===== config.mk =====
export PLATFORM = sky130hd
export DESIGN_NAME = glpd_ctrl
export DESIGN_NICKNAME = d
export VERILOG_FILES = /design/src/rtl/core/glpd_pkg.sv /design/src/rtl/core/glpd_ctrl.sv
export SDC_FILE = /design/constraint.sdc
export NUM_CORES = 1
export LEC_CHECK = 0
export BUFFER_PORTS_ARGS = -buffer_cell sky130_fd_sc_hd__buf_2
export CORE_AREA = 2 2 39 41
export CTS_CLUSTER_DIAMETER = 40
export DETAILED_ROUTE_END_ITERATION = 10
export DIE_AREA = 0 0 41 43
export GPL_TIMING_DRIVEN = 1
export PLACE_DENSITY = 0.38
export SLEW_MARGIN = 30
export SYNTH_ARGS = -nofsm -noshare
export SYNTH_HDL_FRONTEND = slang
export SYNTH_SLANG_ARGS = --single-unit

===== constraint.sdc =====
create_clock -name clk -period 1.38 [get_ports clk]
set_input_delay 0.276 -clock clk [delete_from_list [all_inputs] [get_ports clk]]
set_output_delay 0.276 -clock clk [all_outputs]
set_load 0.02 [all_outputs]

===== src/rtl/core/glpd_pkg.sv =====
// shared codes and types of the gif lzw pixel decoder
package glpd_pkg;

  localparam logic [1:0] MODE_START = 2'd0;
  localparam logic [1:0] MODE_BYTE  = 2'd1;
  localparam logic [1:0] MODE_PULL  = 2'd2;

  localparam logic [2:0] ST_PIXEL    = 3'd0;
  localparam logic [2:0] ST_NEED     = 3'd1;
  localparam logic [2:0] ST_END      = 3'd2;
  localparam logic [2:0] ST_OVER     = 3'd3;
  localparam logic [2:0] ST_ACCEPTED = 3'd4;
  localparam logic [2:0] ST_REFUSED  = 3'd5;
  localparam logic [2:0] ST_STARTED  = 3'd6;
  localparam logic [2:0] ST_BAD      = 3'd7;

  localparam logic [2:0] PH_IDLE  = 3'd0;
  localparam logic [2:0] PH_RUN   = 3'd1;
  localparam logic [2:0] PH_END   = 3'd2;
  localparam logic [2:0] PH_BAD   = 3'd3;
  localparam logic [2:0] PH_DRAIN = 3'd4;

  // datapath commands
  localparam logic [2:0] OP_NONE    = 3'd0;
  localparam logic [2:0] OP_SIMPLE  = 3'd1;
  localparam logic [2:0] OP_DECODE  = 3'd2;
  localparam logic [2:0] OP_RD_WALK = 3'd3;
  localparam logic [2:0] OP_EMIT    = 3'd4;
  localparam logic [2:0] OP_RD_LEN  = 3'd5;
  localparam logic [2:0] OP_SET_LEN = 3'd6;

  // outcome of one code extraction
  localparam logic [2:0] K_NEED  = 3'd0;
  localparam logic [2:0] K_CLEAR = 3'd1;
  localparam logic [2:0] K_EOI   = 3'd2;
  localparam logic [2:0] K_BAD   = 3'd3;
  localparam logic [2:0] K_CODE  = 3'd4;

  localparam logic [3:0] MAX_WIDTH = 4'd12;

  typedef struct packed {
    logic [2:0] op;
  } glpd_cmd_t;

  typedef struct packed {
    logic [2:0] phase;
    logic       walking;
    logic [2:0] kind;
  } glpd_stat_t;

endpackage


===== src/rtl/core/glpd_ctrl.sv =====
// sequencer of the decoder: accepts words and steps the datapath
module glpd_ctrl (
  input  logic                  clk,
  input  logic                  rst_n,
  input  logic                  start,
  input  logic [1:0]            in_mode,
  input  glpd_pkg::glpd_stat_t  stat,
  output glpd_pkg::glpd_cmd_t   cmd,
  output logic                  busy
);

  localparam logic [2:0] S_IDLE = 3'd0;
  localparam logic [2:0] S_STEP = 3'd1;
  localparam logic [2:0] S_EMIT = 3'd2;
  localparam logic [2:0] S_LEN  = 3'd3;
  localparam logic [2:0] S_LENW = 3'd4;

  logic [2:0] state_r, state_nxt;

  always_comb begin
    state_nxt = state_r;
    cmd.op    = glpd_pkg::OP_NONE;
    unique case (state_r)
      S_IDLE: begin
        if (start) begin
          if (in_mode == glpd_pkg::MODE_PULL &&
              (stat.phase == glpd_pkg::PH_RUN || stat.phase == glpd_pkg::PH_DRAIN)) begin
            state_nxt = S_STEP;
          end else begin
            cmd.op = glpd_pkg::OP_SIMPLE;
          end
        end
      end
      S_STEP: begin
        if (stat.walking) begin
          cmd.op    = glpd_pkg::OP_RD_WALK;
          state_nxt = S_EMIT;
        end else begin
          cmd.op = glpd_pkg::OP_DECODE;
          if (stat.kind == glpd_pkg::K_CLEAR) begin
            state_nxt = S_STEP;
          end else if (stat.kind == glpd_pkg::K_CODE) begin
            state_nxt = S_LEN;
          end else begin
            state_nxt = S_IDLE;
          end
        end
      end
      S_LEN: begin
        cmd.op    = glpd_pkg::OP_RD_LEN;
        state_nxt = S_LENW;
      end
      S_LENW: begin
        cmd.op    = glpd_pkg::OP_SET_LEN;
        state_nxt = S_STEP;
      end
      S_EMIT: begin
        cmd.op    = glpd_pkg::OP_EMIT;
        state_nxt = S_IDLE;
      end
      default: begin
        state_nxt = S_IDLE;
      end
    endcase
  end

  always_ff @(posedge clk) begin
    if (!rst_n) begin
      state_r <= S_IDLE;
    end else begin
      state_r <= state_nxt;
    end
  end

  assign busy = (state_r != S_IDLE);

endmodule


==> results of run 1 <==
## metrics by stage
| step | TNS (ns) | power, mW | cells |
|---|---|---|---|
| CTS | -0.0424 | 0.315 | 61 |
| global route | -0.202 | 0.340 | 61 |
| finish | -0.00920 | 0.309 | 61 |
| detailed placement | 0 | 0.145 | 55 |
| global placement | 0 | 0.145 | 55 |
| floorplan | 0 | 0.119 | 24 |
## layout by cell type (no fill, tap or decap), types with 2 or more instances in the layout
cell and count:
buf_2 13, buf_4 4, clkbuf_4 3, dfxtp_4 2, nor2_1 2, nor2_4 2
nor3b_1 2, xnor2_1 3
## cell families (layout without fill, tap and decap cells)
logic type                Yosys count  count (layout)  synth area share, %
AOI/OAI and AO/OA                   4               4                 14.5
DFF                                 3               3                 28.9
muxes                               1               1                 5.42
xor gates and xnor gates            3               3                 12.7
buffers and inverters               1              22                 5.42
and+or+nand+nor                    12              12                 33.1
## how the worst max path moves through the flow
| stage | endpoint | slack (ns) | cells after the start |
|---|---|---|---|
| floorplan | state_r[0] | 0.07 | 3 |
| global placement | cmd[0] | 0.003 | 5 |
| detailed placement | cmd[0] | 0.01 | 5 |
| CTS | busy | -0.02 | 2 |
| global route | cmd[0] | -0.07 | 4 |
| finish | busy | -0.009 | 2 |
## timing repair
action | in CTS | in global routing
gates resized for setup | 12 | 3
hold endpoints to repair | 0 | 0
gates cloned | 0 | 0
buffers inserted | 2 | 0
pin swaps | 3 | 3
setup endpoints to repair | 3 | 5
## per-layer routing
metal | wire (um) | global-route usage [%]
met5 | 0 | 0
met4 | 0 | 10.0
met3 | 48 | 1.57
met2 | 272 | 11.9
met1 | 241 | 11.8
## power by group
group          leakage (nW)  internal (mW)  switching, mW
Clock                0.0150          0.109         0.0484
Sequential           0.0263         0.0853        0.00281
Combinational         0.124         0.0356         0.0286
Total                 0.165          0.229         0.0798
## area by class of cell
type	count	area, um^2	area share, %
multi-input combinational	20	160	42.0
timing repair buffer	18	106	27.9
sequential	3	68.8	18.0
clock buffer	4	26.3	6.89
tap	16	20.0	5.25
==> qor.txt, run 1 <==
Syn_nets: 36
Dpl cell area: 299 um^2
Nets: 58
1st-pass router iterations: 3
Origin of the critical flop-to-flop path: state_r[1]
Setup crit end kind: primary output
# DRC: 0
Setup violations, final: 1
Area of the die: 1760 um^2
Vias post-DR: 261
Cell with the most instances after synthesis: nor2_1
Critical Path Start: state_r[2]
GR Overflow Total: 0
CTS H-tree lvls: 1
Slew @ Worst Pin: 0.285 ns
Core Util, Final: 27.6%
Clock-pin slew on the worst setup and hold paths: 0.04 ns
CP Cell Sequence: or3_4, buf_6
Largest net degree at the start of global routing: 6
Fmax: 0.720 GHz
CTS Buf Count: 3
Worst Path Buf+Inv: 1
GRT Total Usage: 9.32%
Top post-synthesis cells by area: dfxtp_1 29%, xnor2_1 13%, nor2_1 7.2%, nor3b_1 7.2%, buf_6 5.4%
CP max-delay cell: or3_4
Reg2Reg Depth: 4
Tmin final: 1.39 ns
Final Skew: 0.00114 ns
Worst Path Max Fanout: 5
Static Leak: 0.165 nW
Top Family by Delay on Critical Path: simple AND/OR/NAND/NOR gates
Status: finished with violations
Hold Path Class: primary input to flop
Worst EP required: 1.10 ns
Slew headroom: 80.7%
FF+latch count, synth: 3
Final RePlAce weighted congestion: 0.676
Arrival @ worst endpoint: 1.11 ns
R2r setup slk: 0.10 ns
Worst slack at placement: 0.0133 ns
Ant diodes: 0
Worst VDD drop: 205 uV
CTS root buffer: clkbuf_4
Tcrit/Tclk final: 101%
Seq/Total Area, Yosys: 28.9%
Clk sinks: 3
Final hold vios: 0
DRT antenna net count: 0
Hold path cells: 2
Setup Crit Path Kind: flop to primary output
Antenna violations before repair: 0
Via count of the first global-routing pass: 266
Max-cap violations: 0
Post-Route WL: 562 um
DR WL/cell: 9.21 um
Yosys top cell by area: dfxtp_1
Crit path launch type: flop
Final WS setup: -0.00920 ns
Slew Limit Fails: 0
Synth warnings: 0
Final instance area: 382 um^2
Hold Crit Endpoint: state_r[0]
Post-DP HPWL: 429 um
Worst-Skew Late Latency: 0.23 ns
Mapped Cells: 24
Vert. Die Dim: 43 um
Core ar.: 1380 um^2
Fill count: 145
Commonest cells in the netlist: 4 x nor2_1, 3 x dfxtp_1, 3 x xnor2_1
Max reg flops: 3
CTS Buffer Depth: 2
Count of different cell masters after synthesis: 16
Synth Flop Type: dfxtp_1
Reg with most FFs: state_r
Ports: 16
Row cnt: 14
Initial core utilization: 15.0%
Failing checks: negative setup slack
Max incr delay on CP: 0.39 ns
Global-route wire length before repair: 1.04 mm
Unrepaired setup endpoints after global routing: true
Pwr/cell area: 810 nW/um^2
# port buffers: 15
Layout cells sized above 1: 66.7%
Min-delay src: rst_n
Post-synth EDFFs: 0
Via density: 4.28
Area growth from synthesis to final layout: 83.7%
Avg Cell Area, Syn: 8.65 um^2
Hold Buf Count CTS: 0
Initial DRC count: 3
Final hold slack: 0.303 ns
CTS tree: done
Die W: 41 um
Mapped Area: 208 um^2
Yosys top cell area share: 28.9%
FFs w/ async S/R, synth: 0%
Critical R2R Capture: state_r[0]
Top flop regs: state_r: 3 flops
Note: power is estimated with default switching activity, not from simulation.
==> run 2, diff against run 1 <==
==> constraint.sdc (replaced) <==
create_clock -name clk -period 1.38 [get_ports clk]
set_input_delay 0.069 -clock clk [delete_from_list [all_inputs] [get_ports clk]]
set_output_delay 0.069 -clock clk [all_outputs]
set_load 0.02 [all_outputs]
==> run 2 against run 1 <==
  * The run now ends clean
  * First-iteration DRC count shrank 33%
  * Global-route usage decreased by 1.4 points
  * Maximum frequency up 10%
  * Total power fell by 3.2%
==> qor.txt, run 2 (same netlist as run 1, synthesis figures left out) <==
CTS Buf Count: 3
Top flop regs: state_r: 3 flops
Slew @ Worst Pin: 0.317 ns
Area growth from synthesis to final layout: 59.6%
Max incr delay on CP: 0.36 ns
CTS root buffer: clkbuf_4
Die W: 41 um
Final hold vios: 0
CP max-delay cell: dfxtp_2
Via count of the first global-routing pass: 241
# DRC: 0
CP Cell Sequence: buf_4, mux2_2, buf_2
Worst slack at placement: 0.156 ns
Reg with most FFs: state_r
Static Leak: 0.150 nW
Critical R2R Capture: state_r[0]
Sum Neg Setup Slack: 0 ns
Final WS setup: 0.120 ns
Setup crit end kind: primary output
Initial DRC count: 2
Antenna violations before repair: 0
Hold Crit Endpoint: state_r[0]
Reg2Reg Depth: 3
Global-route wire length before repair: 890 um
Unrepaired setup endpoints after global routing: false
Arrival @ worst endpoint: 1.19 ns
CTS Buffer Depth: 2
Tmin final: 1.26 ns
CTS tree: done
Setup Crit Path Kind: flop to primary output
DRT antenna net count: 0
Ports: 16
Post-CTS Repair Setup Buffers: 0
Vias post-DR: 236
Setup violations, final: 0
CTS H-tree lvls: 1
Hold Buf Count CTS: 0
Final Skew: 0.000420 ns
Worst EP required: 1.31 ns
Max reg flops: 3
Nets: 56
Layout cells sized above 1: 53.5%
Vert. Die Dim: 43 um
Largest net degree at the start of global routing: 9
Ant diodes: 0
Via density: 4.00
Worst Path Max Fanout: 5
R2r setup slk: 0.14 ns
Pwr/cell area: 903 nW/um^2
Origin of the critical flop-to-flop path: state_r[1]
Initial core utilization: 15.0%
Worst VDD drop: 226 uV
Fmax: 0.794 GHz
GR Overflow Total: 0
Final hold slack: 0.0988 ns
Status: finished clean
Commonest non-fill, non-tap cell in the layout: buf_2
1st-pass router iterations: 2
Slew Limit Fails: 0
Min-delay src: rst_n
Clock-pin slew on the worst setup and hold paths: 0.04 ns
Max-cap violations: 0
Hold path cells: 2
# port buffers: 15
Hold Path Class: primary input to flop
Slew headroom: 78.6%
GRT Total Usage: 7.93%
Tcrit/Tclk final: 91.3%
Worst-Skew Late Latency: 0.23 ns
Final RePlAce weighted congestion: 0.728
Row cnt: 14
Clk sinks: 3
Post-Route WL: 532 um
Core ar.: 1380 um^2
Crit path launch type: flop
Commonest non-fill, non-tap cells in the layout: 14 x buf_2, 3 x xnor2_1, 3 x nor2_1, 3 x clkbuf_4
Area of the die: 1760 um^2
DR WL/cell: 9.02 um
==> run 2: repair_timing <==
action	CTS	global route
setup endpoints to repair	0	2
endpoints found under the hold margin	0	0
gates resized for setup	0	3
==> run 2: routing by layer <==
layer | wire length, um | up-vias | global-route usage, % | part of all wire, %
met5 | 0 | - | 0 | 0
met4 | 0 | 0 | 8.00 | 0
met3 | 55 | 0 | 3.66 | 10
met2 | 242 | 12 | 10.3 | 45
met1 | 234 | 96 | 8.68 | 44
li1 | - | 128 | - | -
==> run 2: worst max-delay path by stage <==
| stage | slack (ns) | startpoint | depth (start not counted) | endpoint |
|---|---|---|---|---|
| after floorplan | 0.07 | state_r[2] | 3 | state_r[0] |
| after global placement | 0.17 | state_r[1] | 3 | state_r[0] |
| after detailed placement | 0.16 | state_r[1] | 3 | state_r[0] |
| after CTS | 0.02 | state_r[1] | 4 | cmd[0] |
| after global routing | 0.004 | state_r[1] | 4 | cmd[0] |
| final | 0.12 | state_r[2] | 3 | cmd[2] |
==> run 2: layout make-up <==
cell class,count,area [um^2]
flip-flops and latches,3,61.3
fillers,160,1050
clock buffers,4,26.3
multi-input cells,20,139
repair buffers,16,85.1
well taps,16,20.0
==> run 2: power by group <==
part / switching, mW / internal, mW / leakage (nW) / total (mW)
clock network: 0.0456 / 0.108 / 0.0150 / 0.154
logic: 0.0253 / 0.0292 / 0.110 / 0.0545
registers: 0.00235 / 0.0887 / 0.0247 / 0.0911
==> run 2: critical path: cells and delay by family (launching register included) <==
kind     cells  cell delay (ns)
buf+inv      2             0.29
flops        1             0.36
mux          1             0.31
==> run 2: stage by stage <==
stage	instances	total power, mW	util (%)	instance area [um^2]
floorplan	24	0.119	-	208
global placement	55	0.146	21.6	299
detailed placement	55	0.145	21.6	299
CTS	59	0.310	23.5	325
global route	59	0.322	24.0	332
finish	59	0.299	24.0	332
